==> src/nsgs_ram.sv <==
`timescale 1ns / 1ps

module nsgs_ram #(
  parameter int WIDTH = 8,
  parameter int DEPTH = 256
) (
  input  logic                     clk_i,
  input  logic                     we_i,
  input  logic [$clog2(DEPTH)-1:0] waddr_i,
  input  logic [WIDTH-1:0]         wdata_i,
  input  logic [$clog2(DEPTH)-1:0] raddr_i,
  output logic [WIDTH-1:0]         rdata_o
);

  logic [WIDTH-1:0] mem_q [DEPTH];
  logic [WIDTH-1:0] rdata_q;

  always_ff @(posedge clk_i) begin
    if (we_i) begin
      mem_q[waddr_i] <= wdata_i;
    end
    rdata_q <= mem_q[raddr_i];
  end

  assign rdata_o = rdata_q;

endmodule

==> config.mk <==
export PLATFORM = sky130hd
export DESIGN_NAME = nsgs_ram
export DESIGN_NICKNAME = d
export VERILOG_FILES = /design/src/nsgs_ram.sv
export SDC_FILE = /design/constraint.sdc
export NUM_CORES = 2
export LEC_CHECK = 0
export ABC_AREA = 1
export BUFFER_PORTS_ARGS = -buffer_cell sky130_fd_sc_hd__buf_4
export CAP_MARGIN = 25
export CELL_PAD_IN_SITES_DETAIL_PLACEMENT = 0
export CELL_PAD_IN_SITES_GLOBAL_PLACEMENT = 1
export CORE_ASPECT_RATIO = 1.2
export CORE_MARGIN = 2
export CORE_UTILIZATION = 45
export DETAILED_ROUTE_END_ITERATION = 10
export PLACE_DENSITY = 0.68
export RECOVER_POWER = 100
export SETUP_SLACK_MARGIN = 0.2
export SYNTH_ARGS = -nofsm -noshare
export SYNTH_HDL_FRONTEND = slang
export SYNTH_SLANG_ARGS = --single-unit
==> constraint.sdc <==
create_clock -name clk_i -period 2.55 [get_ports clk_i]
set_input_delay 0.51 -clock clk_i [delete_from_list [all_inputs] [get_ports clk_i]]
set_output_delay 0.51 -clock clk_i [all_outputs]
set_load 0.02 [all_outputs]
==> flow_metrics.py <==
metrics = {
    "outcome": {
        "status": "finished, violations left",
        "violations": "capacitance limit, slew limit",
    },
    "critical_path": {
        "slowest_stage": "clkbuf_2",
        "r2r-start": "mem_q[114][3]",
        "slowest_delay_ns": 0.78,
        "end_kind": "register",
        "critical_path_class": "in2reg",
        "crit_top_cell": "nor2_1",
        "start_kind": "input port",
        "reg2reg_depth": 10,
        "cp_max_fo": 13,
        "worstReg2RegEnd": "rdata_o[3]",
        "path_buf_inv": 5,
        "r2r_setup_slack_ns": 0.40,
        "worstPathCellList": "clkbuf_1 > inv_1 > nor2_1 > inv_1 > nor2_1 > nand2_2 > clkbuf_2 > nor2_1 > clkbuf_1",
        "crit_family": "buffers and inverters",
        "crit_arrival_ns": 2.83,
        "worstPathRequired_ns": 3.03,
    },
    "placement": {
        "dp_hpwl_um": 156500,
        "gp_congestion": 0.8842,
        "dpl_cell_area_mm2": 0.09106,
        "numPortBuffers": 33,
    },
    "clock_network": {
        "cts_tree": "yes",
        "clk_pin_slew_ns": 0.07,
        "cts_buffers": 196,
        "cts_sinks": 2056,
        "cts_max_level": 4,
        "insertion_delay_ns": 0.85,
        "root_buffer": "clkbuf_16",
        "cts_max_path_buffers": 3,
        "cts_resized": 0,
    },
    "synthesis": {
        "syn_area_per_cell_um2": 11.91,
        "netlist_area_mm2": 0.08340,
        "ys_seq_area_share_pct": 73.94,
        "yosysUniqueCellTypes": 14,
        "synth_compound_area_share_pct": 0,
        "synth-adder-area-share_pct": 0,
        "synth-simple-area-share_pct": 22.95,
        "ys_ff_latch": 2056,
        "synth_top_family_by_area": "simple AND/OR/NAND/NOR gates",
        "synth_xor_xnor_area_share_pct": 0,
        "muxShareOfSynthArea_pct": 0,
        "synthCells": 7003,
        "yosysWarnings": 0,
        "syn-num-nets": 7029,
    },
    "power": {
        "p_per_area_mw_per_mm2": 738.8,
        "irDropWorstVdd_v": 0.0007466,
        "p_leak_nw": 33.30,
    },
    "global_routing": {
        "grt_pass1_vias": 53857,
        "grt_max_degree": 68,
        "grt_first_pass_wirelength_um": 361000,
        "grt_use_total_pct": 26.07,
        "antenna_found_initial": 6,
        "use_met3_pct": 3.647,
        "use_met2_pct": 43.62,
        "grt_use_met1_pct": 34.58,
        "busiest_layer": "met2",
        "overflow": 0,
    },
    "min_path": {
        "hold_path_depth": 6,
        "hold_class": "in2reg",
        "hold_start": "raddr_i[6]",
        "hold_path_end": "rdata_o[2]",
    },
    "floorplan": {
        "initial_utilization_pct": 45.17,
        "core-area_mm2": 0.1846,
        "boundaryPins": 34,
        "fp.dieArea_mm2": 0.1888,
        "rows": 173,
        "die_y_um": 475.6,
        "fp.dieW_um": 397.0,
    },
    "sta": {
        "fmax_mhz": 425.3,
        "worst_hold_slack_ns": 0.3482,
        "rsz0062_at_grt": "no",
        "hold_viol_final": 0,
        "min_period_over_period_pct": 92.20,
        "maxSlewViolCount": 179,
        "period_minus_slack_ns": 2.351,
        "tns_ns": 0,
        "relSlewSlack_pct": -50.80,
        "clock_skew_ns": 0.02816,
        "finalSetupViolations": 0,
        "tightest_slew_ns": 2.262,
    },
    "finish": {
        "area_growth_pct": 14.72,
        "layout_common_cells": "nand2_1 (2114), edfxtp_1 (2048), nand3_1 (2019)",
        "final_common_cell": "nand2_1",
        "stdcell_area_mm2": 0.09567,
        "multi_input_area_mm2": 0.01916,
        "fill_cells": 15988,
        "fin_nets": 7440,
        "drive_gt1_share_pct": 8.720,
        "seqCellArea_mm2": 0.06166,
    },
    "detailed_routing": {
        "ant_nets": 0,
        "vias": 55714,
        "wl_per_cell_um": 24.66,
        "drt_iter0_drc": 5616,
        "drc": 0,
        "wl_um": 247200,
        "first_pass_iters": 6,
        "viasPerCell": 5.558,
    },
    "job": {
        "maxCapViolCount": 4,
    },
}
==> tightest hold or removal path: cells and delay by family <==
family / cells / cell delay [ns]
buffers and inverters: 2 / 0.36
AND/OR/NAND/NOR: 4 / 0.28
==> cells in the mapped netlist <==
library cell,n,area [µm²]
nand3_1,2019,10100
buf_4,46,345.3
nand2_1,2123,7969
nor2_1,283,1062
inv_4,1,6.260
dfxtp_1,8,160.2
clkbuf_1,112,420.4
buf_1,40,150.1
buf_6,16,180.2
buf_2,268,1341
inv_1,36,135.1
inv_2,2,7.510
buf_8,1,15.01
edfxtp_1,2048,61500
==> how the worst max path moves through the flow <==
stage / start / end / slack (ns) / cells past startpoint
floorplan: we_i / mem_q[162][0] / 0.55 / 4
global placement: raddr_i[1] / rdata_o[6] / -0.43 / 14
detailed placement: raddr_i[0] / rdata_o[7] / -0.41 / 15
CTS: mem_q[97][1] / rdata_o[1] / 0.44 / 10
global route: waddr_i[0] / mem_q[133][7] / 0.16 / 9
finish: waddr_i[0] / mem_q[133][7] / 0.20 / 9
==> cell type report <==
class	instances	share of cell area (%)
Timing Repair Buffer	696	5.622
Sequential cell	2056	64.45
Tap cell	2450	3.204
Multi-Input combinational cell	4425	20.02
Clock buffer	244	5.490
Clock inverter	109	1.008
Antenna cell	6	0.01569
Inverter	39	0.1883
==> sequential cells by signal (all words and copies together) (netlist names) <==
signal	flops
mem_q	2048
rdata_o	8
==> layer usage <==
metal | vias to the layer above | wire, µm
met4 | 4 | 9263
met1 | 27764 | 100800
li1 | 25708 | -
met5 | - | 26
met2 | 1857 | 121400
met3 | 381 | 15730
==> logic make-up (layout without fill, tap and decap cells) <==
logic type             Yosys count  in the layout
and+or+nand+nor               4425           4425
other                            0              6
buffers and inverters          522           1088
DFF                           2056           2056
==> through the flow <==
| step | utilization [%] | instances | power (mW) | worst slack, ns |
|---|---|---|---|---|
| after floorplan | - | 7003 | 40.31 | 0.5485 |
| after global placement | 49.32 | 9664 | 42.91 | -0.4256 |
| after detailed placement | 49.32 | 9664 | 42.94 | -0.4072 |
| after CTS | 52.69 | 10019 | 71.25 | 0.4445 |
| after global routing | 51.81 | 10020 | 72.70 | 0.1645 |
| final | 51.82 | 10025 | 70.68 | 0.1988 |
==> repair_timing <==
| item | in CTS | in global routing |
|---|---|---|
| hold buffers | 2 | 0 |
| hold endpoints to repair | 10 | 0 |
| buffers inserted | 0 | 0 |
==> report_power, final <==
part           switching, mW  internal (mW)  total [mW]
Sequential            0.0339           37.3        37.3
Clock                   12.5           16.1        28.6
Combinational           3.47           1.37        4.83
Total                   16.0           54.7        70.7
(Power assumes the default switching activity.)
